**src/rtl/core/mkdel_pkg.sv**
```systemverilog
package mkdel_pkg;

  localparam int TIME_W   = 32;
  localparam int SCAN_W   = 10;
  localparam int DEB_W    = 16;
  localparam int PIN_BITS = 4;
  localparam int KEY_W    = 2;
  localparam int DATA_W   = 32;
  localparam int ADDR_W   = 3;

  localparam logic [SCAN_W-1:0] SCAN_PERIOD_RESET = SCAN_W'(10);
  localparam logic [DEB_W-1:0]  DEBOUNCE_RESET    = DEB_W'(30);

  typedef enum logic [0:0] {
    OP_TICK = 1'b0,
    OP_TAKE = 1'b1
  } op_t;

  typedef enum logic [0:0] {
    REG_SCAN_PERIOD   = 1'b0,
    REG_DEBOUNCE_TIME = 1'b1
  } reg_idx_t;

  // broadcast to every key lane for one accepted request
  typedef struct packed {
    logic              prime;
    logic              scan;
    logic [TIME_W-1:0] now;
    logic [DEB_W-1:0]  debounce;
  } lane_ctl_t;

endpackage

```
**src/rtl/core/multi_key_debounce_event_latch_top.sv**
```systemverilog
// The result is registered in the cycle after its request is accepted.
// Throughput: one request per cycle while result_stall is low; a new request is
//   taken in the cycle the previous result leaves.
// Reset: synchronous, clears time, priming and each key's raw, stable and
//   pending state; scan_period returns to 10 and debounce_time to 30.
module multi_key_debounce_event_latch_top #(
  parameter int NUM_KEYS = 4
) (
  input  logic                            clk,
  input  logic                            rst,
  input  logic                            item_valid,
  output logic                            item_stall,
  input  logic                            operation,
  input  logic [mkdel_pkg::PIN_BITS-1:0]  key_pins,
  output logic                            result_valid,
  input  logic                            result_stall,
  output logic [mkdel_pkg::PIN_BITS-1:0]  stable_keys,
  output logic                            event_valid,
  output logic [mkdel_pkg::KEY_W-1:0]     event_key,
  input  logic                            psel,
  input  logic                            penable,
  input  logic                            pwrite,
  input  logic [mkdel_pkg::ADDR_W-1:0]    paddr,
  input  logic [mkdel_pkg::DATA_W-1:0]    pwdata,
  output logic [mkdel_pkg::DATA_W-1:0]    prdata,
  output logic                            pready
);

  logic [mkdel_pkg::SCAN_W-1:0] scan_period;
  logic [mkdel_pkg::DEB_W-1:0]  debounce_time;
  logic [mkdel_pkg::TIME_W-1:0] tick_time;
  logic [mkdel_pkg::TIME_W-1:0] last_scan_time;
  logic [mkdel_pkg::TIME_W-1:0] now;
  logic [mkdel_pkg::TIME_W-1:0] since_scan;
  logic                         primed;

  logic                accept;
  logic                is_tick;
  logic                is_take;
  logic                scan_due;
  logic                cfg_wr;
  mkdel_pkg::reg_idx_t cfg_sel;
  mkdel_pkg::lane_ctl_t ctl;

  logic [NUM_KEYS-1:0] stable_vec;
  logic [NUM_KEYS-1:0] pending_vec;
  logic [NUM_KEYS-1:0] grant;
  logic                found;
  logic [mkdel_pkg::KEY_W-1:0] pick_key;
  logic [NUM_KEYS+mkdel_pkg::PIN_BITS-1:0] stable_ext;

  // configuration port
  assign pready  = 1'b1;
  assign cfg_sel = mkdel_pkg::reg_idx_t'(paddr[2]);
  assign cfg_wr  = psel && penable && pwrite && pready;

  always_ff @(posedge clk) begin
    if (rst) begin
      scan_period   <= mkdel_pkg::SCAN_PERIOD_RESET;
      debounce_time <= mkdel_pkg::DEBOUNCE_RESET;
    end else if (cfg_wr) begin
      case (cfg_sel)
        mkdel_pkg::REG_SCAN_PERIOD:   scan_period   <= pwdata[mkdel_pkg::SCAN_W-1:0];
        mkdel_pkg::REG_DEBOUNCE_TIME: debounce_time <= pwdata[mkdel_pkg::DEB_W-1:0];
        default: ;
      endcase
    end
  end

  always_comb begin
    case (cfg_sel)
      mkdel_pkg::REG_SCAN_PERIOD:
        prdata = {{(mkdel_pkg::DATA_W-mkdel_pkg::SCAN_W){1'b0}}, scan_period};
      mkdel_pkg::REG_DEBOUNCE_TIME:
        prdata = {{(mkdel_pkg::DATA_W-mkdel_pkg::DEB_W){1'b0}}, debounce_time};
      default:
        prdata = '0;
    endcase
  end

  // request handshake
  assign item_stall = result_valid && result_stall;
  assign accept     = item_valid && !item_stall;
  assign is_tick    = accept && (operation == mkdel_pkg::OP_TICK);
  assign is_take    = accept && (operation == mkdel_pkg::OP_TAKE);

  // time base
  assign now        = tick_time + mkdel_pkg::TIME_W'(1);
  assign since_scan = now - last_scan_time;
  assign scan_due   = since_scan >=
                      {{(mkdel_pkg::TIME_W-mkdel_pkg::SCAN_W){1'b0}}, scan_period};

  always_ff @(posedge clk) begin
    if (rst) begin
      tick_time      <= '0;
      last_scan_time <= '0;
      primed         <= 1'b0;
    end else if (is_tick) begin
      tick_time <= now;
      primed    <= 1'b1;
      if (!primed || scan_due) begin
        last_scan_time <= now;
      end
    end
  end

  assign ctl.prime    = is_tick && !primed;
  assign ctl.scan     = is_tick && primed && scan_due;
  assign ctl.now      = now;
  assign ctl.debounce = debounce_time;

  // key lanes
  for (genvar k = 0; k < NUM_KEYS; k++) begin : g_lane
    logic pressed;
    if (k < mkdel_pkg::PIN_BITS) begin : g_pin
      assign pressed = ~key_pins[k];
    end else begin : g_nopin
      assign pressed = 1'b0;
    end

    mkdel_lane u_lane (
      .clk        (clk),
      .rst        (rst),
      .ctl        (ctl),
      .pressed    (pressed),
      .take_clear (is_take && grant[k]),
      .stable     (stable_vec[k]),
      .pending    (pending_vec[k])
    );
  end

  mkdel_pick #(
    .NUM_KEYS (NUM_KEYS)
  ) u_pick (
    .pending (pending_vec),
    .grant   (grant),
    .found   (found),
    .key     (pick_key)
  );

  // result register; lane state only moves when the result slot frees,
  // so stable_keys can come straight from the lanes
  always_ff @(posedge clk) begin
    if (rst) begin
      result_valid <= 1'b0;
    end else if (accept) begin
      result_valid <= 1'b1;
    end else if (!result_stall) begin
      result_valid <= 1'b0;
    end
  end

  always_ff @(posedge clk) begin
    if (accept) begin
      event_valid <= is_take && found;
      event_key   <= (is_take && found) ? pick_key : '0;
    end
  end

  assign stable_ext  = {{mkdel_pkg::PIN_BITS{1'b0}}, stable_vec};
  assign stable_keys = stable_ext[mkdel_pkg::PIN_BITS-1:0];

  a_key_zero_idle: assert property (@(posedge clk) disable iff (rst)
    result_valid && !event_valid |-> event_key == '0)
    else $error("event_key set without event");

  a_tick_no_event: assert property (@(posedge clk) disable iff (rst)
    is_tick |=> !event_valid)
    else $error("tick produced an event");

  a_take_clears_one: assert property (@(posedge clk) disable iff (rst)
    is_take && found |=> $countones(pending_vec) == $countones($past(pending_vec)) - 1)
    else $error("take did not clear exactly one pending key");

  a_take_empty: assert property (@(posedge clk) disable iff (rst)
    is_take && !found |=> !event_valid && $stable(pending_vec))
    else $error("empty take reported an event");

  a_unprimed_quiet: assert property (@(posedge clk) disable iff (rst)
    !primed |-> pending_vec == '0 && stable_vec == '0)
    else $error("key state set before priming");

endmodule

```
**src/rtl/core/mkdel_lane.sv**
```systemverilog
module mkdel_lane (
  input  logic                 clk,
  input  logic                 rst,
  input  mkdel_pkg::lane_ctl_t ctl,
  input  logic                 pressed,
  input  logic                 take_clear,
  output logic                 stable,
  output logic                 pending
);

  logic                         raw;
  logic [mkdel_pkg::TIME_W-1:0] change_time;
  logic [mkdel_pkg::TIME_W-1:0] held;

  assign held = ctl.now - change_time;

  always_ff @(posedge clk) begin
    if (rst) begin
      raw     <= 1'b0;
      stable  <= 1'b0;
      pending <= 1'b0;
    end else if (ctl.prime) begin
      raw     <= pressed;
      stable  <= pressed;
      pending <= 1'b0;
    end else if (ctl.scan) begin
      if (pressed != raw) begin
        raw <= pressed;
      end else if (stable != pressed &&
                   held >= {{(mkdel_pkg::TIME_W-mkdel_pkg::DEB_W){1'b0}}, ctl.debounce}) begin
        stable <= pressed;
        if (pressed) begin
          pending <= 1'b1;
        end
      end
    end else if (take_clear) begin
      pending <= 1'b0;
    end
  end

  always_ff @(posedge clk) begin
    if (ctl.prime || (ctl.scan && pressed != raw)) begin
      change_time <= ctl.now;
    end
  end

endmodule

```
**src/rtl/core/mkdel_pick.sv**
```systemverilog
module mkdel_pick #(
  parameter int NUM_KEYS = 4
) (
  input  logic [NUM_KEYS-1:0] pending,
  output logic [NUM_KEYS-1:0] grant,
  output logic                found,
  output logic [mkdel_pkg::KEY_W-1:0] key
);

  localparam int KEY_IW = (NUM_KEYS > 1) ? $clog2(NUM_KEYS) : 1;

  logic [KEY_IW-1:0] idx;
  logic [KEY_IW+mkdel_pkg::KEY_W-1:0] idx_ext;

  // lowest set bit
  assign grant = pending & (~pending + NUM_KEYS'(1));
  assign found = |pending;

  always_comb begin
    idx = '0;
    for (int i = 0; i < NUM_KEYS; i++) begin
      if (grant[i]) begin
        idx = idx | KEY_IW'(i);
      end
    end
  end

  assign idx_ext = {{mkdel_pkg::KEY_W{1'b0}}, idx};
  assign key     = idx_ext[mkdel_pkg::KEY_W-1:0];

endmodule
```
**config.mk**
```make
export PLATFORM = sky130hd
export DESIGN_NAME = multi_key_debounce_event_latch_top
export DESIGN_NICKNAME = d
export VERILOG_FILES = /design/src/rtl/core/mkdel_pkg.sv /design/src/rtl/core/multi_key_debounce_event_latch_top.sv /design/src/rtl/core/mkdel_lane.sv /design/src/rtl/core/mkdel_pick.sv
export SDC_FILE = /design/constraint.sdc
export NUM_CORES = 1
export LEC_CHECK = 0
export BUFFER_PORTS_ARGS = -buffer_cell sky130_fd_sc_hd__clkbuf_2
export CORE_MARGIN = 2
export CORE_UTILIZATION = 35
export CTS_BUF_LIST = sky130_fd_sc_hd__clkbuf_8
export DETAILED_ROUTE_END_ITERATION = 12
export MAX_ROUTING_LAYER = met4
export SLEW_MARGIN = 20
export SYNTH_ARGS = -nofsm -noshare
export SYNTH_HDL_FRONTEND = slang
export SYNTH_HIERARCHICAL = 1
export SYNTH_SLANG_ARGS = --single-unit
```
**constraint.sdc**
```tcl
create_clock -name clk -period 9.6 [get_ports clk]
set_input_delay 0 -clock clk [delete_from_list [all_inputs] [get_ports clk]]
set_output_delay 0 -clock clk [all_outputs]
set_load 0.01 [all_outputs]
```
==> metrics.yaml <==
global_routing:
  grt_overflow_total: 0
  track_usage_pct: 18.9
  grt_max_degree: 78
  antenna_found_initial: 1
  grt_pass1_vias: 18012
  grt_pass1_wl_um: 94600
yosys:
  synth.top_cell.area_share_pct: 18.1
  synth_compound_area_share_pct: 22.6
  netlist_area_mm2: 0.0218
  synthTopCellsByCount: "inv_1 (293), a21oi_1 (260), nand2_1 (248)"
  yosysWarningCount: 6
  synth.area.top_cells: "edfxtp_1 (18%), ha_1 (13%), dfxtp_1 (9.6%)"
  avgSynthCellArea_um2: 8.10
  synth-seq-area-share_pct: 27.6
  post_synth_mux_area_share_pct: 0.885
  syn_inst: 2689
  yosysMostFrequentCell: "inv_1"
  synthAdderAreaFrac_pct: 13.7
  synth_cell_types: 86
  synth_top_family_by_area: "compound AO/OA/AOI/OAI gates"
  yosysTopAreaCell: "edfxtp_1"
  synthSimpleGateAreaFrac_pct: 21.5
  synthFlopType: "edfxtp_1"
  synthXorXnorAreaFrac_pct: 6.03
  ys_seq_elements: 235
  async_flop_share_pct: 0
  synth-edff-count: 131
floorplanning:
  dieWidth_um: 253
  die_area_mm2: 0.0642
  die_h_um: 253
  io_pins: 89
  row_count: 91
  core_area_mm2: 0.0616
  initial_core_util_pct: 35.4
cts:
  clkSinkCount: 235
  cts_tree: "done"
  ctsHtreeMaxLevel: 2
  postCtsHoldBufs: 39
  clock_latency_ns: 0.63
  ctsResizeCount: 0
  cts_root_buf: "clkbuf_8"
  clock_path_buffers: 3
  cts-buffers-inserted: 44
  clkTransAtPathRegs_ns: 0.06
  post_cts_buffers: 0
timing:
  finClkSkew_ns: 0.0391
  fin_tns_setup_ns: 0
  period_needed_ns: 7.63
  setup_ws_ns: 1.97
  maxSlewViolCount: 0
  finalSetupViolations: 0
  rsz0062_at_grt: "false"
  timing.slew.headroom_pct: 31.4
  fin_crit_sh_pct: 79.5
  hold_slack_ns: 0.0909
  hold_viol: 0
  worst_pin_slew_ns: 1.03
  max_freq_mhz: 131
power_and_ir_drop:
  vdd_ir_drop_max_v: 0.0000803
  power.density_mw_per_mm2: 112
  finalPower_uw: 2720
  p_leak_uw: 0.0105
min_path:
  hold_path_class: "primary input to register"
  min_path_cells: 3
critical_path:
  cp-start-kind: "register"
  arrival_ns: 8.18
  rr_worst_depth: 26
  worstSetupEndpointType: "register"
  crit_type: "register to register"
  cp_max_fo: 20
  cp.required_ns: 10.15
route:
  vias_per_cell: 5.33
  wl_per_cell_um: 16.4
  drc: 0
  drt_wl_total_um: 59800
  drt_first_iter_violations: 1276
  dr.pass1.iters: 5
  ant_nets: 0
  via_count: 19411
place:
  place_ws_ns: 2.66
  io_buffer_count: 53
  hpwl_um: 45500
  finalWeightedCongestion: 0.930
finish:
  n_fill_cell: 6210
  area_growth_pct: 11.4
  final_util_pct: 39.4
  drive_gt1_share_pct: 9.38
  num-nets-final: 3049
  register_area_mm2: 0.00602
  multiInputGateArea_mm2: 0.0142
job:
  maxCapViolCount: 0
run_status:
  status: "finished, final reports clean"
[power breakdown]
| part | internal (µW) | total [µW] | switching, µW |
|---|---|---|---|
| sequential | 1100 | 1120 | 18.8 |
| clock | 641 | 1120 | 476 |
| combinational | 189 | 484 | 295 |
| total | 1930 | 2720 | 790 |
[through the flow]
step                      cell area (µm²)  std cells
after CTS                           24300       3640
after floorplan                     21800       2704
after global routing                24300       3641
after detailed placement            22900       3519
final                               24300       3641
after global placement              22900       3519
[kinds of logic after synthesis]
family,Yosys count
DFF,235
buffers and inverters,407
AOI/OAI and AO/OA,727
adders and majority gates,235
xor gates and xnor gates,150
and+or+nand+nor,914
muxes,19
other,2
[flip-flops by register name, indices dropped and copies added (netlist names), 2 cells and up]
register                   count
g_lane.u_lane/pending          4
event_key                      2
g_lane.u_lane/stable           4
tick_time                     32
debounce_time                 16
last_scan_time                32
scan_period                   10
g_lane.u_lane/raw              4
g_lane.u_lane/change_time    128
[worst paths after layout]
| path | slack [ns] | from | end |
|---|---|---|---|
| max | 1.97 | tick_time[0] | g_lane[3].u_lane/stable |
| min | 0.09 | result_stall | event_key[1] |
| max reg2reg | 1.97 | tick_time[0] | g_lane[3].u_lane/stable |
| min reg2reg | 0.45 | scan_period[2] | scan_period[2] |
[worst max-delay path: stages, from the launching register on]
cell and delay (ns):
dfxtp_1 0.50, ha_1 0.27, nand3_2 0.13, or4_1 0.68, nor3_2 0.25, and3_2 0.26
nand3_2 0.20, xnor2_1 0.20, buf_4 0.24, ha_1 0.37, a21oi_1 0.43, o22ai_1 0.19
a311oi_1 0.23, o211ai_1 0.15, nor4_1 0.31, nand4_1 0.13, nor4_1 0.67, nand2_1 0.12
a211o_1 0.33, and3_1 0.45, nor2_1 0.19, nor2_1 0.05, nor3_1 0.24, nor2_1 0.08
a21oi_2 0.11, a21boi_2 0.16, dlygate4sd3_1 0.56
[layout make-up]
type	instances	area share [%]
multi-input cells	2062	58.4
diodes	1	0.0103
flip-flops and latches	235	24.8
repair buffers	131	3.92
clock inverters	36	1.45
well taps	837	4.32
clock buffers	46	2.61
inverters	293	4.53
[cell usage in the layout, fill, tap and decap left out, types with 13 or more instances in the layout]
| cell type | netlist | layout |
|---|---|---|
| a21oi_2 | 17 | 17 |
| xor2_1 | 75 | 75 |
| o211ai_1 | 37 | 37 |
| o21ai_0 | 90 | 90 |
| xnor2_1 | 75 | 75 |
| nor2_1 | 192 | 192 |
| clkbuf_2 | 3 | 52 |
| ha_1 | 230 | 230 |
| buf_4 | 21 | 40 |
| a211oi_1 | 21 | 21 |
| nand4_1 | 63 | 63 |
| or3_1 | 26 | 26 |
| and3_1 | 15 | 15 |
| mux2i_1 | 17 | 17 |
| nor2b_1 | 31 | 30 |
| dfxtp_1 | 104 | 104 |
| a21boi_0 | 16 | 16 |
| a31oi_1 | 14 | 14 |
| nand3b_1 | 16 | 16 |
| dlygate4sd3_1 | 0 | 39 |
| edfxtp_1 | 131 | 131 |
| nand2b_1 | 37 | 36 |
| a21oi_1 | 260 | 260 |
| a221oi_1 | 13 | 13 |
| inv_1 | 293 | 300 |
| a21o_1 | 78 | 78 |
| clkbuf_8 | 0 | 46 |
| and2_1 | 20 | 20 |
| o21a_1 | 39 | 39 |
| nor3_2 | 30 | 30 |
| conb_1 | 2 | 17 |
| nor3_1 | 75 | 75 |
| nand2_1 | 248 | 248 |
| nand3_1 | 73 | 73 |
| nor4_1 | 26 | 26 |
[routing by layer]
metal	vias to the layer above	GRT usage (%)	part of all wire, %
met5	-	-	0
met4	0	6.88	3.4
met1	9084	23.4	46
li1	9799	-	-
met3	125	2.70	4.0
met2	403	31.3	47
Power figures use the tool's default switching activity.
